## config.mk

```make
export PLATFORM = sky130hd
export DESIGN_NAME = goertzel_dtmf_eight_bin_core_flat
export DESIGN_NICKNAME = d
export VERILOG_FILES = /design/src/hdl/gdtmf_pkg.sv /design/src/hdl/gdtmf_if.sv /design/src/hdl/gdtmf_regs.sv /design/src/hdl/gdtmf_ctrl.sv /design/src/hdl/gdtmf_dpath.sv /design/src/hdl/goertzel_dtmf_eight_bin_core.sv /design/src/flat_wrapper.sv
export VERILOG_INCLUDE_DIRS = /design/src /design/src/hdl
export SDC_FILE = /design/constraint.sdc
export NUM_CORES = 2
export LEC_CHECK = 0
export BUFFER_PORTS_ARGS = -buffer_cell sky130_fd_sc_hd__buf_2
export CORE_MARGIN = 4
export CORE_UTILIZATION = 46
export CTS_BUF_LIST = sky130_fd_sc_hd__clkbuf_4
export DETAILED_ROUTE_END_ITERATION = 10
export GPL_TIMING_DRIVEN = 1
export REMOVE_ABC_BUFFERS = 1
export SETUP_SLACK_MARGIN = 0.02
export SLEW_MARGIN = 30
export SYNTH_ARGS = -nofsm -noshare
export SYNTH_HDL_FRONTEND = slang
export SYNTH_SLANG_ARGS = --single-unit
```

## constraint.sdc

```tcl
create_clock -name clk -period 13.1 [get_ports clk]
set_input_delay 1.965 -clock clk [delete_from_list [all_inputs] [get_ports clk]]
set_output_delay 1.965 -clock clk [all_outputs]
set_load 0.02 [all_outputs]
```

## src/hdl/goertzel_dtmf_eight_bin_core_macros.svh

```systemverilog
// Assertion macros for the eight-bin Goertzel core.
// They compile to nothing when SYNTHESIS is defined.
`ifndef GOERTZEL_DTMF_EIGHT_BIN_CORE_MACROS_SVH
`define GOERTZEL_DTMF_EIGHT_BIN_CORE_MACROS_SVH
`ifndef SYNTHESIS
`define GDTMF_ASSERT_SAME(lbl, clk, rst_n, ante, cons) \
  lbl: assert property (@(posedge clk) disable iff (!rst_n) (ante) |-> (cons)) \
    else $error("assertion failed");
`define GDTMF_ASSERT_NEXT(lbl, clk, rst_n, ante, cons) \
  lbl: assert property (@(posedge clk) disable iff (!rst_n) (ante) |=> (cons)) \
    else $error("assertion failed");
`else
`define GDTMF_ASSERT_SAME(lbl, clk, rst_n, ante, cons)
`define GDTMF_ASSERT_NEXT(lbl, clk, rst_n, ante, cons)
`endif
`endif

```

## src/hdl/gdtmf_pkg.sv

```systemverilog
`default_nettype none
package gdtmf_pkg;
  localparam int NUM_BINS = 8;
  localparam int BIN_W    = $clog2(NUM_BINS);
  localparam int SAMPLE_W = 16;
  localparam int COEF_W   = 16;
  localparam int POWER_W  = 27;
  localparam int CNT_W    = 8;
  localparam int MUL_W    = 18;
  localparam int PROD_W   = 2 * MUL_W;
  localparam int Q_FRAC   = 14;
  localparam int P_SHIFT  = 15;
  localparam int P_SCALE  = 8;
  localparam int ADDR_LSB = 2;
  localparam int ADDR_W   = BIN_W + ADDR_LSB;
  localparam int DATA_W   = 32;

  typedef logic signed [SAMPLE_W-1:0] sample_t;
  typedef logic signed [COEF_W-1:0]   coef_t;
  typedef logic signed [POWER_W-1:0]  power_t;
  typedef logic signed [MUL_W-1:0]    mul_opnd_t;
  typedef logic signed [PROD_W-1:0]   prod_t;
  typedef logic [BIN_W-1:0]           bin_idx_t;

  localparam bin_idx_t BIN_LAST = BIN_W'(NUM_BINS - 1);

  typedef enum logic [2:0] {
    OP_UPD,
    OP_PCOEF,
    OP_Q1SQ,
    OP_Q2SQ,
    OP_CROSS
  } mul_op_t;

  typedef struct packed {
    logic     load_sample;
    logic     issue;
    mul_op_t  op;
    bin_idx_t bin;
    logic     out_load;
  } dp_cmd_t;
endpackage
`default_nettype wire

```

## src/hdl/gdtmf_if.sv

```systemverilog
`default_nettype none
interface gdtmf_in_if;
  import gdtmf_pkg::*;
  logic    valid;
  logic    ready;
  sample_t audio_sample;
  modport source(output valid, output audio_sample, input ready);
  modport sink(input valid, input audio_sample, output ready);
endinterface

interface gdtmf_out_if;
  import gdtmf_pkg::*;
  logic   valid;
  logic   ready;
  power_t power_697hz;
  power_t power_770hz;
  power_t power_852hz;
  power_t power_941hz;
  power_t power_1209hz;
  power_t power_1336hz;
  power_t power_1477hz;
  power_t power_1633hz;
  logic   block_done;
  modport source(output valid, output power_697hz, output power_770hz, output power_852hz,
                 output power_941hz, output power_1209hz, output power_1336hz,
                 output power_1477hz, output power_1633hz, output block_done, input ready);
  modport sink(input valid, input power_697hz, input power_770hz, input power_852hz,
               input power_941hz, input power_1209hz, input power_1336hz,
               input power_1477hz, input power_1633hz, input block_done, output ready);
endinterface
`default_nettype wire

```

## src/hdl/gdtmf_regs.sv

```systemverilog
`default_nettype none
module gdtmf_regs (
  input  logic                                       clk,
  input  logic                                       rst_n,
  input  logic                                       psel,
  input  logic                                       penable,
  input  logic                                       pwrite,
  input  logic [gdtmf_pkg::ADDR_W-1:0]               paddr,
  input  logic [gdtmf_pkg::DATA_W-1:0]               pwdata,
  output logic [gdtmf_pkg::DATA_W-1:0]               prdata,
  output logic                                       pready,
  output gdtmf_pkg::coef_t [gdtmf_pkg::NUM_BINS-1:0] coef
);
  import gdtmf_pkg::*;

  coef_t [NUM_BINS-1:0] coef_r;
  bin_idx_t             idx;
  logic                 wr_en;

  assign idx    = paddr[ADDR_LSB +: BIN_W];
  assign wr_en  = psel && penable && pwrite;
  assign pready = 1'b1;
  assign prdata = DATA_W'($signed(coef_r[idx]));
  assign coef   = coef_r;

  always_ff @(posedge clk) begin
    if (!rst_n) begin
      coef_r <= '0;
    end else if (wr_en) begin
      coef_r[idx] <= pwdata[COEF_W-1:0];
    end
  end
endmodule
`default_nettype wire

```

## src/hdl/gdtmf_ctrl.sv

```systemverilog
`default_nettype none
module gdtmf_ctrl #(
  parameter int BLOCK_LEN = 206
) (
  input  logic               clk,
  input  logic               rst_n,
  input  logic               in_valid,
  output logic               in_ready,
  input  logic               out_ready,
  output logic               out_valid,
  output logic               out_done,
  output gdtmf_pkg::dp_cmd_t cmd
);
  import gdtmf_pkg::*;

  typedef enum logic [4:0] {
    S_IDLE  = 5'b00001,
    S_UPD   = 5'b00010,
    S_PWR   = 5'b00100,
    S_DRAIN = 5'b01000,
    S_RES   = 5'b10000
  } state_t;

  localparam logic [CNT_W-1:0] BLOCK_LAST = CNT_W'(BLOCK_LEN - 1);

  state_t             state_r, state_nxt;
  bin_idx_t           bin_r, bin_nxt;
  mul_op_t            pop_r, pop_nxt;
  logic [CNT_W-1:0]   count_r, count_nxt;
  logic               done_r, done_nxt;
  logic               out_valid_r, out_valid_nxt;
  logic               out_done_r, out_done_nxt;

  assign in_ready  = (state_r == S_IDLE);
  assign out_valid = out_valid_r;
  assign out_done  = out_done_r;

  always_comb begin
    state_nxt     = state_r;
    bin_nxt       = bin_r;
    pop_nxt       = pop_r;
    count_nxt     = count_r;
    done_nxt      = done_r;
    out_valid_nxt = out_valid_r;
    out_done_nxt  = out_done_r;
    cmd           = '0;
    cmd.op        = OP_UPD;
    cmd.bin       = bin_r;
    if (out_valid_r && out_ready) begin
      out_valid_nxt = 1'b0;
    end
    case (state_r)
      S_IDLE: begin
        if (in_valid) begin
          cmd.load_sample = 1'b1;
          done_nxt        = (count_r == BLOCK_LAST);
          count_nxt       = (count_r == BLOCK_LAST) ? '0 : CNT_W'(count_r + 1'b1);
          bin_nxt         = '0;
          state_nxt       = S_UPD;
        end
      end
      S_UPD: begin
        cmd.issue = 1'b1;
        cmd.op    = OP_UPD;
        if (bin_r == BIN_LAST) begin
          bin_nxt   = '0;
          pop_nxt   = OP_PCOEF;
          state_nxt = done_r ? S_PWR : S_DRAIN;
        end else begin
          bin_nxt = BIN_W'(bin_r + 1'b1);
        end
      end
      S_PWR: begin
        cmd.issue = 1'b1;
        cmd.op    = pop_r;
        case (pop_r)
          OP_PCOEF: pop_nxt = OP_Q1SQ;
          OP_Q1SQ:  pop_nxt = OP_Q2SQ;
          OP_Q2SQ:  pop_nxt = OP_CROSS;
          default: begin
            pop_nxt = OP_PCOEF;
            if (bin_r == BIN_LAST) begin
              state_nxt = S_DRAIN;
            end else begin
              bin_nxt = BIN_W'(bin_r + 1'b1);
            end
          end
        endcase
      end
      S_DRAIN: begin
        state_nxt = S_RES;
      end
      S_RES: begin
        if (!out_valid_r || out_ready) begin
          cmd.out_load  = 1'b1;
          out_valid_nxt = 1'b1;
          out_done_nxt  = done_r;
          state_nxt     = S_IDLE;
        end
      end
      default: begin
        state_nxt = S_IDLE;
      end
    endcase
  end

  always_ff @(posedge clk) begin
    if (!rst_n) begin
      state_r     <= S_IDLE;
      bin_r       <= '0;
      pop_r       <= OP_PCOEF;
      count_r     <= '0;
      done_r      <= 1'b0;
      out_valid_r <= 1'b0;
      out_done_r  <= 1'b0;
    end else begin
      state_r     <= state_nxt;
      bin_r       <= bin_nxt;
      pop_r       <= pop_nxt;
      count_r     <= count_nxt;
      done_r      <= done_nxt;
      out_valid_r <= out_valid_nxt;
      out_done_r  <= out_done_nxt;
    end
  end
endmodule
`default_nettype wire

```

## src/hdl/gdtmf_dpath.sv

```systemverilog
`default_nettype none
module gdtmf_dpath (
  input  logic                                        clk,
  input  logic                                        rst_n,
  input  gdtmf_pkg::dp_cmd_t                          cmd,
  input  gdtmf_pkg::sample_t                          sample,
  input  gdtmf_pkg::coef_t  [gdtmf_pkg::NUM_BINS-1:0] coef,
  output gdtmf_pkg::power_t [gdtmf_pkg::NUM_BINS-1:0] power
);
  import gdtmf_pkg::*;

  sample_t                x_r;
  sample_t                q1_r [NUM_BINS];
  sample_t                q2_r [NUM_BINS];
  power_t                 held_r [NUM_BINS];
  power_t  [NUM_BINS-1:0] out_r;
  logic                   vld_r;
  mul_op_t                op_r;
  bin_idx_t               bin_r;
  prod_t                  mul_r;
  prod_t                  mul_nxt;
  mul_opnd_t              t_r;
  prod_t                  acc_r;
  mul_opnd_t              mul_a;
  mul_opnd_t              mul_b;
  sample_t                upd_t;
  sample_t                upd_q0;
  prod_t                  pwr_sum;

  assign power = out_r;

  // One shared multiplier; its operands are picked by the issued operation.
  always_comb begin
    case (cmd.op)
      OP_UPD, OP_PCOEF: begin
        mul_a = MUL_W'(q1_r[cmd.bin]);
        mul_b = MUL_W'($signed(coef[cmd.bin]));
      end
      OP_Q1SQ: begin
        mul_a = MUL_W'(q1_r[cmd.bin]);
        mul_b = MUL_W'(q1_r[cmd.bin]);
      end
      OP_Q2SQ: begin
        mul_a = MUL_W'(q2_r[cmd.bin]);
        mul_b = MUL_W'(q2_r[cmd.bin]);
      end
      OP_CROSS: begin
        mul_a = t_r;
        mul_b = MUL_W'(q2_r[cmd.bin]);
      end
      default: begin
        mul_a = '0;
        mul_b = '0;
      end
    endcase
    mul_nxt = mul_a * mul_b;
  end

  assign upd_t   = mul_r[Q_FRAC +: SAMPLE_W];
  assign upd_q0  = x_r + upd_t - q2_r[bin_r];
  assign pwr_sum = acc_r - mul_r;

  always_ff @(posedge clk) begin
    if (!rst_n) begin
      vld_r <= 1'b0;
      for (int i = 0; i < NUM_BINS; i++) begin
        q1_r[i]   <= '0;
        q2_r[i]   <= '0;
        held_r[i] <= '0;
      end
    end else begin
      vld_r <= cmd.issue;
      if (vld_r && op_r == OP_UPD) begin
        q2_r[bin_r] <= q1_r[bin_r];
        q1_r[bin_r] <= upd_q0;
      end
      if (vld_r && op_r == OP_CROSS) begin
        held_r[bin_r] <= {pwr_sum[P_SHIFT +: POWER_W-P_SCALE], P_SCALE'(0)};
        q1_r[bin_r]   <= '0;
        q2_r[bin_r]   <= '0;
      end
    end
  end

  always_ff @(posedge clk) begin
    op_r  <= cmd.op;
    bin_r <= cmd.bin;
    mul_r <= mul_nxt;
    if (cmd.load_sample) begin
      x_r <= sample;
    end
    if (vld_r && op_r == OP_PCOEF) begin
      t_r <= mul_r[Q_FRAC +: MUL_W];
    end
    if (vld_r && op_r == OP_Q1SQ) begin
      acc_r <= mul_r;
    end
    if (vld_r && op_r == OP_Q2SQ) begin
      acc_r <= acc_r + mul_r;
    end
    if (cmd.out_load) begin
      for (int i = 0; i < NUM_BINS; i++) begin
        out_r[i] <= held_r[i];
      end
    end
  end
endmodule
`default_nettype wire

```

## src/hdl/goertzel_dtmf_eight_bin_core.sv

```systemverilog
// A result beat follows each taken input beat through the update, drain and result states, and at
// block end through a power pass between update and drain. Only one sample is in flight at a time;
// the eight bins share one 18x18 multiplier, one product per cycle.
// A result waits in the output register while the next sample is accepted and processed.
// Synchronous active-low reset clears the delays, the held powers, the sample count and
// the coefficients; no clearing pass is needed.
`default_nettype none
`include "goertzel_dtmf_eight_bin_core_macros.svh"
module goertzel_dtmf_eight_bin_core #(
  parameter int BLOCK_LEN = 206
) (
  input  logic                           clk,
  input  logic                           rst_n,
  gdtmf_in_if.sink                       in_ch,
  gdtmf_out_if.source                    out_ch,
  input  logic                           psel,
  input  logic                           penable,
  input  logic                           pwrite,
  input  logic [gdtmf_pkg::ADDR_W-1:0]   paddr,
  input  logic [gdtmf_pkg::DATA_W-1:0]   pwdata,
  output logic [gdtmf_pkg::DATA_W-1:0]   prdata,
  output logic                           pready
);
  import gdtmf_pkg::*;

  coef_t  [NUM_BINS-1:0] coef;
  power_t [NUM_BINS-1:0] power;
  dp_cmd_t               cmd;

  gdtmf_regs u_regs (
    .clk     (clk),
    .rst_n   (rst_n),
    .psel    (psel),
    .penable (penable),
    .pwrite  (pwrite),
    .paddr   (paddr),
    .pwdata  (pwdata),
    .prdata  (prdata),
    .pready  (pready),
    .coef    (coef)
  );

  gdtmf_ctrl #(
    .BLOCK_LEN (BLOCK_LEN)
  ) u_ctrl (
    .clk       (clk),
    .rst_n     (rst_n),
    .in_valid  (in_ch.valid),
    .in_ready  (in_ch.ready),
    .out_ready (out_ch.ready),
    .out_valid (out_ch.valid),
    .out_done  (out_ch.block_done),
    .cmd       (cmd)
  );

  gdtmf_dpath u_dpath (
    .clk    (clk),
    .rst_n  (rst_n),
    .cmd    (cmd),
    .sample (in_ch.audio_sample),
    .coef   (coef),
    .power  (power)
  );

  assign out_ch.power_697hz  = power[0];
  assign out_ch.power_770hz  = power[1];
  assign out_ch.power_852hz  = power[2];
  assign out_ch.power_941hz  = power[3];
  assign out_ch.power_1209hz = power[4];
  assign out_ch.power_1336hz = power[5];
  assign out_ch.power_1477hz = power[6];
  assign out_ch.power_1633hz = power[7];

  `GDTMF_ASSERT_NEXT(a_one_sample_at_a_time, clk, rst_n, in_ch.valid && in_ch.ready, !in_ch.ready)
  `GDTMF_ASSERT_SAME(a_no_result_overwrite, clk, rst_n, cmd.out_load, !out_ch.valid || out_ch.ready)
  `GDTMF_ASSERT_SAME(a_busy_while_issuing, clk, rst_n, cmd.issue, !in_ch.ready)
  `GDTMF_ASSERT_NEXT(a_load_shows_result, clk, rst_n, cmd.out_load, out_ch.valid)
endmodule
`default_nettype wire
```

## src/flat_wrapper.sv

```systemverilog
// flat-port wrapper written by rule: the top's interface ports become plain ports
module goertzel_dtmf_eight_bin_core_flat import gdtmf_pkg::*;
#(
  parameter int BLOCK_LEN = 206
)
  (clk, rst_n, psel, penable, pwrite, paddr, pwdata, prdata, pready, in_ch_valid, in_ch_audio_sample, in_ch_ready, out_ch_valid, out_ch_power_697hz, out_ch_power_770hz, out_ch_power_852hz, out_ch_power_941hz, out_ch_power_1209hz, out_ch_power_1336hz, out_ch_power_1477hz, out_ch_power_1633hz, out_ch_block_done, out_ch_ready);
  gdtmf_in_if in_ch_i ();
  gdtmf_out_if out_ch_i ();
  input  logic clk;
  input  logic rst_n;
  input  logic psel;
  input  logic penable;
  input  logic pwrite;
  input  logic [gdtmf_pkg::ADDR_W-1:0] paddr;
  input  logic [gdtmf_pkg::DATA_W-1:0] pwdata;
  output logic [gdtmf_pkg::DATA_W-1:0] prdata;
  output logic pready;
  input wire logic [$bits(in_ch_i.valid)-1:0] in_ch_valid;
  input wire logic [$bits(in_ch_i.audio_sample)-1:0] in_ch_audio_sample;
  output wire logic [$bits(in_ch_i.ready)-1:0] in_ch_ready;
  output wire logic [$bits(out_ch_i.valid)-1:0] out_ch_valid;
  output wire logic [$bits(out_ch_i.power_697hz)-1:0] out_ch_power_697hz;
  output wire logic [$bits(out_ch_i.power_770hz)-1:0] out_ch_power_770hz;
  output wire logic [$bits(out_ch_i.power_852hz)-1:0] out_ch_power_852hz;
  output wire logic [$bits(out_ch_i.power_941hz)-1:0] out_ch_power_941hz;
  output wire logic [$bits(out_ch_i.power_1209hz)-1:0] out_ch_power_1209hz;
  output wire logic [$bits(out_ch_i.power_1336hz)-1:0] out_ch_power_1336hz;
  output wire logic [$bits(out_ch_i.power_1477hz)-1:0] out_ch_power_1477hz;
  output wire logic [$bits(out_ch_i.power_1633hz)-1:0] out_ch_power_1633hz;
  output wire logic [$bits(out_ch_i.block_done)-1:0] out_ch_block_done;
  input wire logic [$bits(out_ch_i.ready)-1:0] out_ch_ready;
  assign in_ch_i.valid = in_ch_valid;
  assign in_ch_i.audio_sample = in_ch_audio_sample;
  assign in_ch_ready = in_ch_i.ready;
  assign out_ch_valid = out_ch_i.valid;
  assign out_ch_power_697hz = out_ch_i.power_697hz;
  assign out_ch_power_770hz = out_ch_i.power_770hz;
  assign out_ch_power_852hz = out_ch_i.power_852hz;
  assign out_ch_power_941hz = out_ch_i.power_941hz;
  assign out_ch_power_1209hz = out_ch_i.power_1209hz;
  assign out_ch_power_1336hz = out_ch_i.power_1336hz;
  assign out_ch_power_1477hz = out_ch_i.power_1477hz;
  assign out_ch_power_1633hz = out_ch_i.power_1633hz;
  assign out_ch_block_done = out_ch_i.block_done;
  assign out_ch_i.ready = out_ch_ready;
  goertzel_dtmf_eight_bin_core #(.BLOCK_LEN(BLOCK_LEN)) u_core (.clk(clk), .rst_n(rst_n), .in_ch(in_ch_i), .out_ch(out_ch_i), .psel(psel), .penable(penable), .pwrite(pwrite), .paddr(paddr), .pwdata(pwdata), .prdata(prdata), .pready(pready));
endmodule
```

==> run_results.csv <==
group,metric,value,unit
sta,period_needed,9.88,ns
status,status,"finished, final reports clean",
sta,hold_viol_final,0,
worst_setup_path,startpoint_type,"flip-flop",
pwr,p_seq_share,45.8,%
worst_setup_path,critPathKind,"flip-flop to flip-flop",
worst_hold_path,hp-start,"u_core.u_ctrl.bin_r[2]",
finish,drive_gt1_share,16.8,%
routing,drt_iter0_drc,3391,
placed_design,place_congestion,0.877,
worst_setup_path,endpoint_kind,"flip-flop",
clock_tree,htreeDepth,4,
clock_tree,clk_pin_slew_worst_paths,0.07,ns
routing,drc_errors,0,
run,maxCapViolations,0,
sta,slew_viol_final,0,
global_routing,grt_max_degree,129,
routing,wire_per_inst,23.0,um
worst_setup_path,critPathRequiredTime,14.11,ns
floorplanning,initial_core_util,46.3,%
yosys,syn-cell-area,49500,sq um
sta,worst_pin_slew,1.02,ns
floorplanning,dieHeight,336,um
global_routing,grt_pass1_vias,35905,
sta,setup-violations-final,0,
sta,fin_setup_tns,0,ns
floorplanning,dieArea,113000,sq um
sta,skew,0.0841,ns
pwr,share_comb_of_total_power,18.7,%
yosys,syn_inst,4509,
routing,ant_nets,0,
placed_design,hpwlAfterDp,98.7,mm
global_routing,grt_pass1_wl,220,mm
floorplanning,core_area,107000,sq um
sta,slew-limit-headroom,31.5,%
routing,via_count,35463,
yosys,synth_edf_count,628,
clock_tree,insertion_delay,1.14,ns
yosys,seq_area_frac_synth,45.9,%
finish,stdcell_area,54800,sq um
yosys,synth_cell_types,82,
yosys,ys.flop_type,"edfxtp_1",
yosys,ys_warn_count,0,
pwr,switchingPower,2.06,mW
global_routing,gr-usage-all-layers,26.0,%
global_routing,antenna_found_initial,9,
pwr,p_leak,22.0,nW
yosys,async_flop_share,0,%
floorplanning,ioPinCount,312,
clock_tree,cts_tree,"done",
sta,post-route-period-util,75.4,%
clock_tree,cts_resized,0,
worst_setup_path,worst_ep_arrival_time,10.89,ns
floorplanning,rows,120,
global_routing,overflow,0,
clock_tree,cts_max_path_buffers,3,
placed_design,placed_area,51900,sq um
clock_tree,cts.sinks,822,
pwr,clockPowerShare,35.5,%
routing,routed_via_density,5.57,
pwr,netSwitchingFraction,31.9,%
sta,fmaxAchievable,101,MHz
yosys,ys_ff_latch,822,
placed_design,portBuffers,228,
clock_tree,cts_hold_buf,0,
finish,syn2layout_area_growth,10.6,%
worst_setup_path,critPathMaxFanout,37,
clock_tree,numCtsBuffers,213,
worst_hold_path,hold_class,"flip-flop to flip-flop",
clock_tree,clock_tree.root_cell,"clkbuf_4",
routing,wirelength,146,mm
routing,dr.pass1.iters,8,
pwr,powerDensity,118,nW/um^2
yosys,avgSynthCellArea,11.0,sq um
clock_tree,post_cts_buffers,0,
floorplanning,die_x,336,um
pwr,ir_worst_vdd,0.132,mV
sta,rsz0062_at_grt,"false",
pwr,p_int,4.38,mW
finish,nets,5351,
==> layout by cell type (no fill, tap or decap), types with 22 or more instances in the layout <==
cell type | synthesis | routed
nand2_1 | 540 | 518
a21oi_1 | 88 | 87
mux4_2 | 96 | 96
nand2b_1 | 27 | 27
xnor2_1 | 68 | 60
nor2_1 | 606 | 605
nand4_1 | 36 | 36
nand2_2 | 0 | 22
buf_4 | 101 | 82
mux2i_1 | 34 | 34
edfxtp_1 | 628 | 628
nor3_1 | 73 | 69
nor2b_1 | 38 | 37
mux2_2 | 22 | 22
a21boi_0 | 137 | 137
nand3_1 | 39 | 38
ha_1 | 176 | 176
clkinv_1 | 0 | 52
inv_1 | 478 | 478
a22oi_1 | 133 | 133
buf_2 | 30 | 227
clkbuf_4 | 0 | 298
o21ai_0 | 68 | 68
o21bai_1 | 23 | 22
o21a_1 | 23 | 23
dfxtp_1 | 194 | 189
xor2_1 | 34 | 34
fa_1 | 331 | 331
o22ai_1 | 57 | 57
conb_1 | 2 | 65
a21o_1 | 25 | 25
==> synth_stat cells, types with 6 or more instances <==
cell type    n  area, sq um
a21o_1      25          188
a21oi_1     88          440
nor3_1      73          365
clkbuf_1   175          657
xnor2_1     68          596
nand3b_1     7         52.6
and3_1      17          106
nand2b_1    27          169
or3_1        6         37.5
nand4_1     36          225
inv_1      478         1790
nand2_1    540         2030
buf_4      101          758
edfxtp_1   628        18900
o21ai_1      8         40.0
o21ai_0     68          340
nor2_1     606         2270
nor2b_1     38          238
fa_1       331         6630
a211oi_1    16          120
nor3b_1      7         52.6
mux2i_1     34          340
a31oi_1     16          100
a22oi_1    133          998
a21boi_0   137         1030
or2_2       13         81.3
o21bai_1    23          173
and2_1      16          100
ha_1       176         2200
o21a_1      23          173
o22ai_1     57          357
mux4_2      96         2160
xor2_1      34          298
a211o_1      7         61.3
dfxtp_1    194         3880
buf_2       30          150
o22a_1      15          131
o211ai_1     9         67.6
nand3_1     39          195
mux2_2      22          248
nor4_1       9         56.3
==> path summary, 6_finish.rpt <==
check / to / slack [ns] / cells past startpoint
max: u_core.u_dpath.mul_r[31] / 3.22 / 26
min: u_core.u_dpath.bin_r[2] / 0.35 / 0
max reg2reg: u_core.u_dpath.mul_r[31] / 3.22 / 26
min reg2reg: u_core.u_dpath.bin_r[2] / 0.35 / 0
==> flip-flops by register name, summed over array words and instances, names as in the netlist, 5 cells and up, named ones only <==
name and count:
u_core.u_ctrl.state_r 5, out_ch_power_1477hz 19, out_ch_power_1633hz 19, u_core.u_dpath.q2_r 128, out_ch_power_1209hz 19, u_core.u_regs.coef 128, u_core.u_dpath.q1_r 128, u_core.u_dpath.acc_r 34
out_ch_power_697hz 19, u_core.u_ctrl.count_r 8, u_core.u_dpath.mul_r 34, out_ch_power_770hz 19, u_core.u_dpath.held_r 152, out_ch_power_941hz 19, u_core.u_dpath.x_r 16, u_core.u_dpath.t_r 18
out_ch_power_852hz 19, out_ch_power_1336hz 19
==> logic make-up after synthesis <==
logic type | after synthesis | share of synthesized area, %
other | 2 | 0.0152
AOI/OAI and AO/OA | 674 | 9.46
buffers and inverters | 792 | 6.89
DFF | 822 | 45.9
adders and majority gates | 507 | 17.8
xor gates and xnor gates | 102 | 1.80
muxes | 152 | 5.55
and+or+nand+nor | 1458 | 12.5
==> through the flow <==
stage	cells	util [%]	total power, mW	setup WS (ns)	hold WS [ns]
final	6363	51.2	6.44	3.22	0.352
after detailed placement	5972	48.5	4.18	3.32	0.337
after CTS	6352	51.1	6.47	3.30	0.351
after global routing	6359	51.2	6.74	2.67	0.357
after floorplan	4258	-	3.71	2.76	0.400
after global placement	5970	48.4	4.17	3.28	0.337
==> routing by layer <==
layer / share of wire, % / global-route usage (%) / wire [um]
met2: 47 / 41.7 / 68300
met3: 8.9 / 5.50 / 13100
met1: 40 / 34.1 / 58500
met5: 0.028 / 0 / 41
met4: 4.3 / 11.7 / 6270
==> final cells by class <==
cell class              instances  area (sq um)
fillers                      9723         52200
multi-input cells            2958         23800
flip-flops and latches        822         22800
clock buffers                 298          2240
inverters                     478          1790
repair buffers                311          1790
well taps                    1403          1760
clock inverters                82           582
diodes                         11          27.5
==> critical path, cell delays in order (launching register included) <==
cell and delay, ns:
dfxtp_4 0.89, buf_4 0.64, mux4_2 0.58, mux2i_1 0.74, nor2_1 0.12, a21oi_1 0.21
o21a_1 0.43, nor2_1 0.12, fa_1 0.57, inv_1 0.06, fa_1 0.50, fa_1 0.52
inv_1 0.06, fa_1 0.49, fa_1 0.49, inv_1 0.05, fa_1 0.47, inv_1 0.06
ha_1 0.33, o21a_1 0.21, a21oi_1 0.40, a2bb2oi_1 0.27, a31oi_1 0.26, a211o_1 0.41
a31oi_1 0.39, nor2b_1 0.11, a311o_1 0.36
==> power groups by stage <==
stage          clock (mW)  sequential [mW]  combinational (mW)
3_3_place_gp            0             3.00                1.17
5_1_grt              2.49             2.96                1.29
2_1_floorplan           0             2.99               0.721
6_report             2.28             2.95                1.20
3_5_place_dp            0             3.01                1.17
4_1_cts              2.33             2.95                1.18
Power figures use the tool's default switching activity.
